## src/design/bfsp_pkg.sv

```systemverilog
// Package with constants and types shared by the frame sync parser modules.
package bfsp_pkg;
  localparam int MaxPayload = 128;
  localparam int BufSize    = MaxPayload + 8;
  localparam int AddrW      = $clog2(BufSize);
  localparam logic [7:0] SyncA = 8'hb5;
  localparam logic [7:0] SyncB = 8'h62;

  localparam logic [2:0] StWait = 3'd0;
  localparam logic [2:0] StSync = 3'd1;
  localparam logic [2:0] StLen  = 3'd2;
  localparam logic [2:0] StCk   = 3'd3;
  localparam logic [2:0] StOk   = 3'd4;
  localparam logic [2:0] StRead = 3'd5;

  typedef struct packed {
    logic [6:0]  read_index;
    logic [7:0]  data_byte;
    logic        mode;
  } in_item_t;

  typedef struct packed {
    logic [7:0]  buffer_fill;
    logic [31:0] frame_count;
    logic [31:0] drop_count;
    logic [31:0] byte_count;
    logic [7:0]  read_data;
    logic [7:0]  payload_length;
    logic [7:0]  msg_id;
    logic [7:0]  msg_class;
    logic [2:0]  status;
  } out_item_t;

  // Datapath operations requested by the controller.
  typedef enum logic [3:0] {
    OpNone,
    OpStart,     // latch the input item, count the push
    OpFullDrop,  // drop the oldest byte
    OpWrite,     // write the new byte and grow the window
    OpRdAddr,    // issue a window read at the offset register
    OpLatchA,    // keep the read byte as the first sync, low length or class byte
    OpLatchB,    // keep the read byte as the second byte
    OpCkInit,    // clear sums, offset to 2, keep the frame length
    OpCkStep,    // accumulate read byte, advance offset
    OpDrop,      // drop the oldest byte
    OpAccept,    // take the frame
    OpRead,      // latch read data
    OpSetOff     // load the offset register
  } op_e;

  typedef struct packed {
    op_e        op;
    logic [7:0] off;
    logic [2:0] status;
    logic       emit;
  } cmd_t;

  typedef struct packed {
    logic       mode;
    logic       full;
    logic [7:0] fill;
    logic [7:0] last_len;
    logic [6:0] read_index;
    logic [7:0] byte_a;
    logic [7:0] byte_b;
    logic [7:0] rdata;
    logic [8:0] len;
    logic [7:0] off;
    logic [7:0] ck_a;
    logic [7:0] ck_b;
    logic       out_busy;
  } stat_t;
endpackage

```

## src/design/bfsp_stream_if.sv

```systemverilog
// Valid/ready channel carrying one item of a given type.
interface bfsp_stream_if #(parameter type T = logic);
  logic valid;
  logic ready;
  T     data;
  modport source (output valid, output data, input ready);
  modport sink   (input valid, input data, output ready);
endinterface

```

## src/design/binary_frame_sync_parser.sv

```systemverilog
// Top level of the binary frame sync parser.
// One result per input transfer; a new transfer is accepted only once the
// controller is idle again after emitting the previous result. A push writes
// its byte to the window, then checks the two sync bytes, the two length bytes,
// the length against the maximum payload and the fill against the frame size,
// and finally the checksum, which is walked over the single-port frame store
// alternately addressing and accumulating one byte at a time. The frame store
// holds no reset state and needs no clearing pass; results wait in an output
// register until taken, and a new result waits while the last is untaken.
module binary_frame_sync_parser (
  input  logic clk_i,
  input  logic rst_ni,
  bfsp_stream_if.sink   in_i,
  bfsp_stream_if.source out_o
);
  bfsp_pkg::cmd_t  cmd;
  bfsp_pkg::stat_t stat;

  bfsp_ctrl u_ctrl (
    .clk_i(clk_i), .rst_ni(rst_ni), .in_valid_i(in_i.valid), .in_ready_o(in_i.ready),
    .stat_i(stat), .cmd_o(cmd)
  );

  bfsp_datapath u_dp (
    .clk_i(clk_i), .rst_ni(rst_ni), .cmd_i(cmd), .item_i(in_i.data), .stat_o(stat),
    .out_ready_i(out_o.ready), .out_valid_o(out_o.valid), .out_data_o(out_o.data)
  );
endmodule

```

## src/design/bfsp_ram.sv

```systemverilog
// Generic single-port RAM with registered read.
module bfsp_ram #(
  parameter int Width = 8,
  parameter int Depth = 16
) (
  input  logic                     clk_i,
  input  logic                     we_i,
  input  logic [$clog2(Depth)-1:0] addr_i,
  input  logic [Width-1:0]         wdata_i,
  output logic [Width-1:0]         rdata_o
);
  logic [Width-1:0] mem_q [Depth];

  always_ff @(posedge clk_i) begin
    if (we_i) begin
      mem_q[addr_i] <= wdata_i;
    end
    rdata_o <= mem_q[addr_i];
  end
endmodule

```

## src/design/bfsp_datapath.sv

```systemverilog
// Datapath: window pointers, counters, checksum sums, frame store and output register.
module bfsp_datapath (
  input  logic                    clk_i,
  input  logic                    rst_ni,
  input  bfsp_pkg::cmd_t          cmd_i,
  input  bfsp_pkg::in_item_t      item_i,
  output bfsp_pkg::stat_t         stat_o,
  input  logic                    out_ready_i,
  output logic                    out_valid_o,
  output bfsp_pkg::out_item_t     out_data_o
);
  localparam int AW = bfsp_pkg::AddrW;
  localparam logic [8:0] Size9 = 9'(bfsp_pkg::BufSize);

  logic [7:0]  start_q, fill_q, cls_q, id_q, len_last_q;
  logic [31:0] bytes_q, drops_q, frames_q;
  logic [7:0]  dbyte_q, a_q, b_q, cka_q, ckb_q, off_q;
  logic [7:0]  len_q;
  logic [6:0]  ridx_q;
  logic        mode_q, ov_q;
  bfsp_pkg::out_item_t out_q;
  logic [7:0]  ram_rdata;
  logic        we;
  logic [AW-1:0] addr;

  // Ring address of a window offset; offsets stay below the buffer size.
  function automatic logic [AW-1:0] wrap(input logic [7:0] s, input logic [7:0] o);
    logic [8:0] t;
    t = {1'b0, s} + {1'b0, o};
    if (t >= Size9) t = t - Size9;
    return t[AW-1:0];
  endfunction

  always_comb begin
    we = (cmd_i.op == bfsp_pkg::OpWrite);
    addr = we ? wrap(start_q, fill_q) : wrap(start_q, off_q);
  end

  bfsp_ram #(.Width(8), .Depth(bfsp_pkg::BufSize)) u_store (
    .clk_i(clk_i), .we_i(we), .addr_i(addr), .wdata_i(dbyte_q), .rdata_o(ram_rdata)
  );

  // State registers.
  always_ff @(posedge clk_i or negedge rst_ni) begin
    if (!rst_ni) begin
      start_q <= '0; fill_q <= '0; cls_q <= '0; id_q <= '0; len_last_q <= '0;
      bytes_q <= '0; drops_q <= '0; frames_q <= '0; ov_q <= 1'b0;
      off_q <= '0;
    end else begin
      case (cmd_i.op)
        bfsp_pkg::OpStart: if (!item_i.mode) bytes_q <= bytes_q + 32'd1;
        bfsp_pkg::OpFullDrop, bfsp_pkg::OpDrop: begin
          drops_q <= drops_q + 32'd1;
          if (fill_q != 8'd0) begin
            fill_q  <= fill_q - 8'd1;
            start_q <= 8'(wrap(start_q, 8'd1));
          end
        end
        bfsp_pkg::OpWrite:  fill_q <= fill_q + 8'd1;
        bfsp_pkg::OpSetOff: off_q <= cmd_i.off;
        bfsp_pkg::OpCkInit: off_q <= 8'd2;
        bfsp_pkg::OpCkStep: off_q <= off_q + 8'd1;
        bfsp_pkg::OpAccept: begin
          frames_q   <= frames_q + 32'd1;
          cls_q      <= a_q;
          id_q       <= b_q;
          len_last_q <= len_q;
          start_q    <= 8'(wrap(start_q, 8'd6));
          fill_q     <= '0;
        end
        default: ;
      endcase
      if (cmd_i.emit) ov_q <= 1'b1;
      else if (out_ready_i) ov_q <= 1'b0;
    end
  end

  // Payload registers. The frame length is kept at the start of the checksum
  // walk, since the class and id later reuse the byte registers.
  always_ff @(posedge clk_i) begin
    case (cmd_i.op)
      bfsp_pkg::OpStart: begin
        dbyte_q <= item_i.data_byte; ridx_q <= item_i.read_index;
        mode_q <= item_i.mode;
      end
      bfsp_pkg::OpLatchA: a_q <= ram_rdata;
      bfsp_pkg::OpLatchB: b_q <= ram_rdata;
      bfsp_pkg::OpCkInit: begin
        cka_q <= '0; ckb_q <= '0;
        len_q <= stat_o.len[7:0];
      end
      bfsp_pkg::OpCkStep: begin
        cka_q <= cka_q + ram_rdata;
        ckb_q <= ckb_q + cka_q + ram_rdata;
      end
      default: ;
    endcase
    if (cmd_i.emit) begin
      out_q.status <= cmd_i.status;
      out_q.msg_class <= (cmd_i.op == bfsp_pkg::OpAccept) ? a_q : cls_q;
      out_q.msg_id <= (cmd_i.op == bfsp_pkg::OpAccept) ? b_q : id_q;
      out_q.payload_length <= (cmd_i.op == bfsp_pkg::OpAccept) ? len_q : len_last_q;
      out_q.read_data <= (cmd_i.op == bfsp_pkg::OpRead) ? ram_rdata : 8'd0;
      out_q.byte_count <= bytes_q;
      out_q.drop_count <= (cmd_i.op == bfsp_pkg::OpDrop) ? drops_q + 32'd1 : drops_q;
      out_q.frame_count <= (cmd_i.op == bfsp_pkg::OpAccept) ? frames_q + 32'd1 : frames_q;
      out_q.buffer_fill <= (cmd_i.op == bfsp_pkg::OpAccept) ? 8'd0 :
                           (cmd_i.op == bfsp_pkg::OpDrop && fill_q != 8'd0) ? fill_q - 8'd1 :
                           fill_q;
    end
  end

  // Length of the frame in the window, from the low and high length bytes.
  logic [15:0] len16;
  assign len16 = {b_q, a_q};

  always_comb begin
    stat_o = '0;
    stat_o.mode = mode_q;
    stat_o.full = (fill_q >= 8'(bfsp_pkg::BufSize));
    stat_o.fill = fill_q;
    stat_o.last_len = len_last_q;
    stat_o.read_index = ridx_q;
    stat_o.byte_a = a_q;
    stat_o.byte_b = b_q;
    stat_o.rdata = ram_rdata;
    stat_o.len = (len16 > 16'(bfsp_pkg::MaxPayload)) ? 9'h1ff : len16[8:0];
    stat_o.off = off_q;
    stat_o.ck_a = cka_q;
    stat_o.ck_b = ckb_q;
    stat_o.out_busy = ov_q & ~out_ready_i;
  end

  assign out_valid_o = ov_q;
  assign out_data_o = out_q;

`ifndef NO_ASSERTIONS
  ap_fill: assert property (@(posedge clk_i) disable iff (!rst_ni)
    fill_q <= 8'(bfsp_pkg::BufSize)) else $error("fill above buffer size");
  ap_start: assert property (@(posedge clk_i) disable iff (!rst_ni)
    start_q < 8'(bfsp_pkg::BufSize)) else $error("window start out of range");
  ap_hold: assert property (@(posedge clk_i) disable iff (!rst_ni)
    out_valid_o && !out_ready_i |=> out_valid_o) else $error("result lost");
`endif
endmodule

```

## src/design/bfsp_ctrl.sv

```systemverilog
// Controller sequencing one item through the datapath.
module bfsp_ctrl (
  input  logic               clk_i,
  input  logic               rst_ni,
  input  logic               in_valid_i,
  output logic               in_ready_o,
  input  bfsp_pkg::stat_t    stat_i,
  output bfsp_pkg::cmd_t     cmd_o
);
  typedef enum logic [4:0] {
    S_IDLE, S_DISPATCH, S_WRITE, S_CHK, S_RD0, S_RD0W, S_RD1, S_RD1W, S_CMPS,
    S_RL0, S_RL0W, S_RL1, S_RL1W, S_CMPL, S_CKI, S_CKR, S_CKW, S_CKE, S_CKEW,
    S_CKF, S_CKFW, S_CKC, S_RDR, S_RDW, S_EMIT, S_CLO, S_CLOW, S_CLOC
  } state_e;

  state_e state_q;
  logic [2:0] status_q;
  logic [7:0] exp_a_q;

  always_ff @(posedge clk_i or negedge rst_ni) begin
    if (!rst_ni) begin
      state_q <= S_IDLE; status_q <= bfsp_pkg::StWait; exp_a_q <= '0;
    end else begin
      case (state_q)
        S_IDLE: if (in_valid_i) state_q <= S_DISPATCH;
        S_DISPATCH: begin
          if (stat_i.mode) state_q <= S_RDR;
          else state_q <= S_WRITE;
        end
        S_WRITE: state_q <= S_CHK;
        S_CHK: begin
          if (stat_i.fill < 8'd2) begin status_q <= bfsp_pkg::StWait; state_q <= S_EMIT; end
          else state_q <= S_RD0;
        end
        S_RD0: state_q <= S_RD0W;
        S_RD0W: state_q <= S_RD1;
        S_RD1: state_q <= S_RD1W;
        S_RD1W: state_q <= S_CMPS;
        S_CMPS: begin
          if (stat_i.byte_a != bfsp_pkg::SyncA || stat_i.byte_b != bfsp_pkg::SyncB) begin
            status_q <= bfsp_pkg::StSync; state_q <= S_EMIT;
          end else if (stat_i.fill < 8'd6) begin
            status_q <= bfsp_pkg::StWait; state_q <= S_EMIT;
          end else state_q <= S_RL0;
        end
        S_RL0: state_q <= S_RL0W;
        S_RL0W: state_q <= S_RL1;
        S_RL1: state_q <= S_RL1W;
        S_RL1W: state_q <= S_CMPL;
        S_CMPL: begin
          if (stat_i.len == 9'h1ff) begin status_q <= bfsp_pkg::StLen; state_q <= S_EMIT; end
          else if ({1'b0, stat_i.fill} < stat_i.len + 9'd8) begin
            status_q <= bfsp_pkg::StWait; state_q <= S_EMIT;
          end else state_q <= S_CKI;
        end
        S_CKI: state_q <= S_CKR;
        S_CKR: state_q <= S_CKW;
        S_CKW: begin
          if ({1'b0, stat_i.off} + 9'd1 == stat_i.len + 9'd6) state_q <= S_CKE;
          else state_q <= S_CKR;
        end
        S_CKE: state_q <= S_CKEW;
        S_CKEW: state_q <= S_CKF;
        S_CKF: begin exp_a_q <= stat_i.rdata; state_q <= S_CKFW; end
        S_CKFW: state_q <= S_CKC;
        S_CKC: begin
          if (exp_a_q != stat_i.ck_a || stat_i.rdata != stat_i.ck_b) begin
            status_q <= bfsp_pkg::StCk; state_q <= S_EMIT;
          end else state_q <= S_CLO;
        end
        S_CLO: state_q <= S_CLOW;
        S_CLOW: state_q <= S_CLOC;
        S_CLOC: begin status_q <= bfsp_pkg::StOk; state_q <= S_EMIT; end
        S_RDR: state_q <= S_RDW;
        S_RDW: begin status_q <= bfsp_pkg::StRead; state_q <= S_EMIT; end
        S_EMIT: if (!stat_i.out_busy) state_q <= S_IDLE;
        default: state_q <= S_IDLE;
      endcase
    end
  end

  // Command decode per state. An offset loaded in one state addresses the
  // store in the next, and its byte arrives one state later.
  always_comb begin
    cmd_o = '0;
    cmd_o.op = bfsp_pkg::OpNone;
    cmd_o.status = status_q;
    case (state_q)
      S_IDLE: if (in_valid_i) cmd_o.op = bfsp_pkg::OpStart;
      S_DISPATCH: begin
        if (stat_i.mode) begin
          cmd_o.op = bfsp_pkg::OpSetOff; cmd_o.off = {1'b0, stat_i.read_index};
        end else if (stat_i.full) cmd_o.op = bfsp_pkg::OpFullDrop;
      end
      S_WRITE: cmd_o.op = bfsp_pkg::OpWrite;
      S_CHK: begin cmd_o.op = bfsp_pkg::OpSetOff; cmd_o.off = 8'd0; end
      S_RD0: begin cmd_o.op = bfsp_pkg::OpSetOff; cmd_o.off = 8'd1; end
      S_RD0W: cmd_o.op = bfsp_pkg::OpLatchA;
      S_RD1W: cmd_o.op = bfsp_pkg::OpLatchB;
      S_CMPS: begin cmd_o.op = bfsp_pkg::OpSetOff; cmd_o.off = 8'd4; end
      S_RL0: begin cmd_o.op = bfsp_pkg::OpSetOff; cmd_o.off = 8'd5; end
      S_RL0W: cmd_o.op = bfsp_pkg::OpLatchA;
      S_RL1W: cmd_o.op = bfsp_pkg::OpLatchB;
      S_CKI: cmd_o.op = bfsp_pkg::OpCkInit;
      S_CKW: cmd_o.op = bfsp_pkg::OpCkStep;
      S_CKE: begin cmd_o.op = bfsp_pkg::OpSetOff; cmd_o.off = 8'(stat_i.len + 9'd6); end
      S_CKEW: begin cmd_o.op = bfsp_pkg::OpSetOff; cmd_o.off = 8'(stat_i.len + 9'd7); end
      S_CKC: begin cmd_o.op = bfsp_pkg::OpSetOff; cmd_o.off = 8'd2; end
      S_CLO: begin cmd_o.op = bfsp_pkg::OpSetOff; cmd_o.off = 8'd3; end
      S_CLOW: cmd_o.op = bfsp_pkg::OpLatchA;
      S_CLOC: cmd_o.op = bfsp_pkg::OpLatchB;
      S_EMIT: begin
        if (!stat_i.out_busy) begin
          cmd_o.emit = 1'b1;
          case (status_q)
            bfsp_pkg::StSync, bfsp_pkg::StLen, bfsp_pkg::StCk: cmd_o.op = bfsp_pkg::OpDrop;
            bfsp_pkg::StOk:   cmd_o.op = bfsp_pkg::OpAccept;
            bfsp_pkg::StRead: begin
              if (stat_i.read_index < stat_i.last_len[6:0] || stat_i.last_len[7])
                cmd_o.op = bfsp_pkg::OpRead;
            end
            default: ;
          endcase
        end
      end
      default: ;
    endcase
  end

  assign in_ready_o = (state_q == S_IDLE);

`ifndef NO_ASSERTIONS
  ap_one: assert property (@(posedge clk_i) disable iff (!rst_ni)
    cmd_o.emit |=> state_q == S_IDLE) else $error("emit not followed by idle");
  ap_acc: assert property (@(posedge clk_i) disable iff (!rst_ni)
    in_valid_i && in_ready_o |=> state_q == S_DISPATCH) else $error("transfer not started");
  ap_rdy: assert property (@(posedge clk_i) disable iff (!rst_ni)
    in_ready_o |-> !cmd_o.emit) else $error("emit while idle");
`endif
endmodule
```

## src/flat_wrapper.sv

```systemverilog
// flat-port wrapper written by rule: the top's interface ports become plain ports
module binary_frame_sync_parser_flat 
  (clk_i, rst_ni, in_i_valid, in_i_data, in_i_ready, out_o_valid, out_o_data, out_o_ready);
  bfsp_stream_if in_i_i ();
  bfsp_stream_if out_o_i ();
  input  logic clk_i;
  input  logic rst_ni;
  input wire logic [$bits(in_i_i.valid)-1:0] in_i_valid;
  input wire logic [$bits(in_i_i.data)-1:0] in_i_data;
  output wire logic [$bits(in_i_i.ready)-1:0] in_i_ready;
  output wire logic [$bits(out_o_i.valid)-1:0] out_o_valid;
  output wire logic [$bits(out_o_i.data)-1:0] out_o_data;
  input wire logic [$bits(out_o_i.ready)-1:0] out_o_ready;
  assign in_i_i.valid = in_i_valid;
  assign in_i_i.data = in_i_data;
  assign in_i_ready = in_i_i.ready;
  assign out_o_valid = out_o_i.valid;
  assign out_o_data = out_o_i.data;
  assign out_o_i.ready = out_o_ready;
  binary_frame_sync_parser u_core (.clk_i(clk_i), .rst_ni(rst_ni), .in_i(in_i_i), .out_o(out_o_i));
endmodule
```

## config.mk

```make
export PLATFORM = sky130hd
export DESIGN_NAME = binary_frame_sync_parser_flat
export DESIGN_NICKNAME = d
export VERILOG_FILES = /design/src/design/bfsp_pkg.sv /design/src/design/bfsp_stream_if.sv /design/src/design/binary_frame_sync_parser.sv /design/src/design/bfsp_ram.sv /design/src/design/bfsp_datapath.sv /design/src/design/bfsp_ctrl.sv /design/src/flat_wrapper.sv
export SDC_FILE = /design/constraint.sdc
export NUM_CORES = 1
export LEC_CHECK = 0
export ABC_AREA = 1
export ABC_CLOCK_PERIOD_IN_PS = 2680
export BUFFER_PORTS_ARGS = -buffer_cell sky130_fd_sc_hd__buf_2
export CAP_MARGIN = 20
export CORE_MARGIN = 2
export CORE_UTILIZATION = 39
export DETAILED_ROUTE_END_ITERATION = 12
export GPL_ROUTABILITY_DRIVEN = 0
export PLACE_DENSITY_LB_ADDON = 0.1
export SLEW_MARGIN = 20
export SYNTH_ARGS = -nofsm -noshare
export SYNTH_HDL_FRONTEND = slang
export SYNTH_SLANG_ARGS = --single-unit
```

## constraint.sdc

```tcl
create_clock -name clk_i -period 2.68 [get_ports clk_i]
set_input_delay 0.402 -clock clk_i [delete_from_list [all_inputs] [get_ports clk_i]]
set_output_delay 0.402 -clock clk_i [all_outputs]
set_load 0.02 [all_outputs]
```

## Word level (Yosys, flattened, before mapping)

Cells that the tools add are included.

| word-level totals | value |
|---|---|
| word-level logic and storage cells | 143 |
| bits in registers | 91 |

| cells by class | value |
|---|---|
| eq/ne operators | 55 |
| reduce and logical (&&, ||, !) cells | 19 |
| $add $sub $neg | 10 |
| mux-type cells | 36 |
| bitwise operators | 2 |
| $lt $le $gt $ge | 6 |

Operator list:

| operator | number |
|---|---|
| one-hot mux 5 bit (27 select lines) | 1 |
| equality test 5 bit, second input constant | 12 |
| one-hot mux 8 bit (7 select lines) | 1 |
| one-hot mux 8 bit (3 select lines) | 2 |
| two-way mux 5 bit | 9 |
| equality test 5 x 4 -> 1 bit, second input constant | 8 |
| one-hot mux 4 bit (9 select lines) | 1 |
| one-hot mux 8 bit (2 select lines) | 2 |
| adder 8 bit | 3 |
| equality test 5 x 3 -> 1 bit, second input constant | 4 |
| two-way mux 3 bit | 6 |
| one-hot mux 3 bit (6 select lines) | 1 |
| adder 8 x 1 -> 8 bit, second input constant | 2 |
| equality test 4 bit, second input constant | 4 |
| greater-than comparator 16 x 8 -> 1 bit, second input constant | 1 |
| != test 8 bit | 2 |
| equality test 4 x 3 -> 1 bit, second input constant | 3 |
| two-way mux 4 bit | 3 |
| one-hot mux 4 bit (3 select lines) | 1 |
| equality test 5 x 2 -> 1 bit, second input constant | 2 |
| != test 2 bit, second input constant | 5 |
| adder 8 x 1 -> 9 bit, second input constant | 1 |
| adder 9 x 3 -> 9 bit, second input constant | 1 |
| adder 9 x 4 -> 9 bit, second input constant | 1 |
| 35 further kinds | 52 |

## Longest topological paths before layout

| depth | value |
|---|---|
| depth after elaboration | 10 |
| mapped depth | 13 |
| gate-level depth less buffers | 13 |

## Cells and area by module

Synthesis repeated with hierarchy kept, for this count alone.

| second synthesis, totals | value |
|---|---|
| cell total of the unflattened synthesis | 6254 |
| area, all modules | 64084.0 um2 |

Modules (own cells, without submodules):

| module | area each (um2) | seq. area each (um2) | times used | cells each |
|---|---|---|---|---|
| bfsp_ram | 44675.3 | 32831.5 | 1 | 4083 |
| bfsp_datapath | 16620.9 | 9484.1 | 1 | 1701 |
| bfsp_ctrl | 2783.9 | 400.4 | 1 | 469 |
| binary_frame_sync_parser | 3.8 | 0.0 | 1 | 1 |

## Worst setup path before layout

OpenSTA, ideal clock, no wires.

| path | value |
|---|---|
| path kind | register -> register |
| start point | register u_core.u_ctrl.state_q[3] |
| end point | register u_core.u_dp.fill_q[5] |
| period minus slack after synthesis | 2.180 ns |
| arrival time | 2.064 ns |
| path slack | 0.500 ns |
| stages on the path, launching flop included | 12 |
| library setup time | 0.117 ns |
| cells stage by stage | dfrtp_1 -> nor2_2 -> nand3_1 -> ha_1 -> nand2_1 -> or2_2 -> nand3_1 -> nand2_1 -> nand2_1 -> nor2_1 -> nand2_1 -> nand2_1 |

| between the ends | value |
|---|---|
| cells in the longest elaborated chain, start to end | 7 |

RTL lines:

| what | RTL line | RTL |
|---|---|---|
| start, declared | bfsp_ctrl.sv:16 | `state_e state_q;` |
| start signal, assigned | bfsp_ctrl.sv:22 | `state_q <= S_IDLE; status_q <= bfsp_pkg::StWait; exp_a_q <= '0;` |
| start signal, assigned | bfsp_ctrl.sv:25 | `S_IDLE: if (in_valid_i) state_q <= S_DISPATCH;` |
| start signal, assigned | bfsp_ctrl.sv:27 | `if (stat_i.mode) state_q <= S_RDR;` |
| equality test 5 bit (tied with other cells) | bfsp_ctrl.sv:88 | `case (state_q)` |
| OR reduction 8 bit (no line) or OR reduction 3 bit (tied branches) | n/a |  |
| one-hot mux 4 bit (9 select lines) * | bfsp_ctrl.sv:88 |  |
| equality test 4 bit or equality test 4 x 2 -> 1 bit (tied branches) | n/a |  |
| OR reduction 2 bit | n/a |  |
| != test 2 bit (no line) or nonzero test 3 bit (tied branches) | n/a |  |
| AND reduction 2 bit (no line) | n/a |  |
| end signal, assigned | bfsp_datapath.sv:55 | `fill_q <= fill_q - 8'd1;` |
| end signal, assigned | bfsp_datapath.sv:59 | `bfsp_pkg::OpWrite: fill_q <= fill_q + 8'd1;` |
| end, declared | bfsp_datapath.sv:15 | `logic [7:0] start_q, fill_q, cls_q, id_q, len_last_q;` |

Every way passes the cells marked *; elsewhere a longest branch is shown, timed or not.
A chain may end at the register's enable or synchronous reset.

## Worst setup path after layout

| path | value |
|---|---|
| start point | register u_core.u_ctrl.state_q[0] |
| end point | register u_core.u_dp.fill_q[5] |

The elaborated chain is that of the path after synthesis.

==> flow_summary_export.csv <==
group,metric,value,unit
power,cellLeakagePower,1.27,nW
synth,synth_ff_type,"dfrtp_1",
layout,multi_input_area,1280,sq um
die,chipHeight,78.5,microns
worst_setup_path,end_kind,"register",
clocking,cts_setup_buffers,0,
worst_setup_path,path_max_fanout,11,
die,dieWidth,78.5,microns
sta,clock_skew,0.00303,ns
clocking,cts_sinks,27,
layout,final_util,0.431,
placement,dpl.cell_count,410,
sta,worst_slew_pin_slew,0.593,ns
synth,yosys_warnings,0,
clocking,cts.clk_slew.worst_paths,0.10,ns
clocking,cts_resized,0,
route,drtAntennaViolNets,0,
synth,synth-edff-count,2,
sta,setup_violations,0,
synth,syn_area_per_cell,6.51,sq um
die,dieArea,6160,sq um
clocking,cts_buffer_depth,2,
synth,synth.area.top_cells,"dfrtp_1, nand2_1, nand3_1",
layout,regArea,686,sq um
grt,overflow,0,
power,peakVddDrop,630,uV
placement,dp_hpwl,4.02,mm
sta,fmax,429,MHz
clocking,htree_levels,1,
worst_setup_path,cpLargestDelayFamily,"simple AND/OR/NAND/NOR gates",
power,power_density,1170,nW/um^2
clocking,insertion_delay,0.27,ns
layout,drive_above_1_share,0.0965,
grt,grt_pass1_vias,2029,
worst_setup_path,critPathMaxStageDelay,0.49,ns
route,routedWlPerCell,12.8,microns
die,start_util,0.398,
sta,relSlewSlack,0.605,
grt,gr-usage-met1,0.268,
route,drt_wl_total,5.29,mm
synth,async_flop_share,0.926,
layout,layoutNonFillerInstCount,414,
synth,ys_seq_area_frac,0.317,
die,rows,27,
worst_setup_path,worstPathArrival,2.50,ns
worst_setup_path,required,2.86,ns
route,drc,0,
grt,gr-max-usage-layer,"met2",
grt,grtUsageTotal,0.190,
job,max_cap_violations,0,
worst_setup_path,crit_buf_inv,0,
grt,antenna_found_initial,0,
worst_setup_path,crit_type,"register to register",
synth,yosys.area.top_type,"dfrtp_1",
clocking,holdBufCountCts,0,
synth,syn_area,2160,sq um
synth,ys_ff_latch,27,
layout,areaGrowthSynthToFinish,8.51,%
worst_setup_path,critPathLaunchType,"register",
worst_setup_path,crit_path_cell_trace,"nor2_2 -> nand3_2 -> ha_1 -> a21oi_1 -> or2_2 -> nand3_1 -> nand2_1 -> nand2_1 -> nor2_1 -> nand2_1 -> nand2_1",
synth,yosys-top-cells-count,"nand2_1, nand3_1, inv_1",
clocking,clockRootBuffer,"clkbuf_8",
run_status,status,"finished clean",
synth,yosys.area.top_type_share,0.289,
synth,netlist_instances,332,
sta,tns,0,ns
route,dr.pass1.iters,5,
synth,synth_cell_type_count,28,
route,via_per_inst,5.20,
route,via_count,2152,
sta,finalCritPeriodShare,0.869,
sta,fin_crit,2.33,ns
worst_setup_path,critPathSlowestCell,"ha_1",
placement,port_buffers,7,
grt,grt_max_degree,26,
clocking,cts_buffers,3,
sta,drv_slew,0,
route,drt_iter0_drc,110,
sta,rsz0062_at_grt,"false",
layout,nets,357,
grt,grt_use_met2,0.298,
layout,fillers,576,
die,core_area,5440,sq um
worst_setup_path,crit_top_cell,"nand2_1",
clocking,cts_tree,"done",
grt,grt_pass1_wl,9.40,mm
layout,diodes,0,
synth,synth_fp_nets,346,
hold_path,hold_class,"input pin to asynchronous set/reset pin",
grt,met3_usage,0.0379,
sta,final-hold-violation-count,0,
die,io_pins,8,
synth,yosysMostFrequentCell,"nand2_1",
cells by family after synthesis:
family	Yosys count	synth area share
flops	27	0.317
xor+xnor	3	0.0122
simple gates	221	0.474
compound gates	20	0.0486
fa+ha+maj	9	0.0556
buf+inv	52	0.0926
path summary, 6_finish.rpt:
path                                                       start                                     to  slack, ns  depth (start not counted)
hold reg to reg            u_core.u_ctrl.status_q[0]$_DFFE_PN0P_    u_core.u_dp.out_data_o[0]$_DFFE_PP_       0.50                          0
hold / removal                                            rst_ni  u_core.u_ctrl.status_q[1]$_DFFE_PN0P_       0.12                          1
setup reg to reg            u_core.u_ctrl.state_q[0]$_DFFE_PN0P_      u_core.u_dp.fill_q[5]$_DFFE_PN0P_       0.35                         11
max in group asynchronous                                 rst_ni   u_core.u_ctrl.state_q[1]$_DFFE_PN0P_       2.18                          1
setup / recovery            u_core.u_ctrl.state_q[0]$_DFFE_PN0P_      u_core.u_dp.fill_q[5]$_DFFE_PN0P_       0.35                         11
min in group clk_i                                     in_i_data           u_core.u_dp.mode_q$_DFFE_PN_       0.30                          1
metal layers:
metal | share of wire | wire length, microns
met5 | 0 | 0
met4 | 0.017 | 88
met3 | 0.052 | 275
met2 | 0.43 | 2280
met1 | 0.50 | 2650
state kept, by name, indices dropped and copies added (netlist names):
name,cells
u_core.u_ctrl.status_q,3
u_core.u_dp.fill_q,8
u_core.u_ctrl.state_q,5
u_core.u_dp.off_q,8
u_core.u_dp.out_data_o,1
u_core.u_dp.out_valid_o,1
u_core.u_dp.mode_q,1
per-stage QoR:
stage               setup slack [ns]  area (sq um)  total power [mW]  hold slack [ns]
floorplan                      0.500          2160              2.08            0.106
global placement               0.330          2290              2.49            0.458
detailed placement             0.203          2290              2.48            0.455
CTS                            0.180          2340              2.73            0.145
global route                   0.157          2350              3.06            0.156
finish                         0.351          2350              2.73            0.117
placed cells by master, fill, tap and decap left out:
cell and n:
a21oi_1 8, and2_1 1, and3_1 1, buf_2 7, buf_4 3, clkbuf_8 3
clkinvlp_4 1, dfrtp_1 25, edfxtp_1 2, fa_1 1, ha_1 8, inv_1 41
inv_2 6, inv_4 1, nand2_1 91, nand2_4 1, nand2b_1 1, nand3_1 51
nand3_2 3, nand3b_1 4, nand4_1 19, nor2_1 37, nor2_2 4, nor2_4 3
nor3_1 4, o21a_1 2, o21ai_0 5, o21ai_1 5, or2_2 1, xnor2_1 3
report_power, final:
group / total, mW / internal, mW / switching [mW]
registers: 0.721 / 0.558 / 0.163
logic: 1.77 / 0.649 / 1.12
clock network: 0.243 / 0.106 / 0.137
layout make-up:
| cell class | count | share of cell area |
|---|---|---|
| Clock buffer | 3 | 0.0176 |
| Clock inverter | 1 | 0.00320 |
| Inverter | 48 | 0.0779 |
| Multi-Input combinational cell | 253 | 0.546 |
| Sequential cell | 27 | 0.292 |
| Tap cell | 72 | 0.0384 |
| Timing Repair Buffer | 10 | 0.0245 |
No activity file was read; power rests on OpenSTA's default activity.
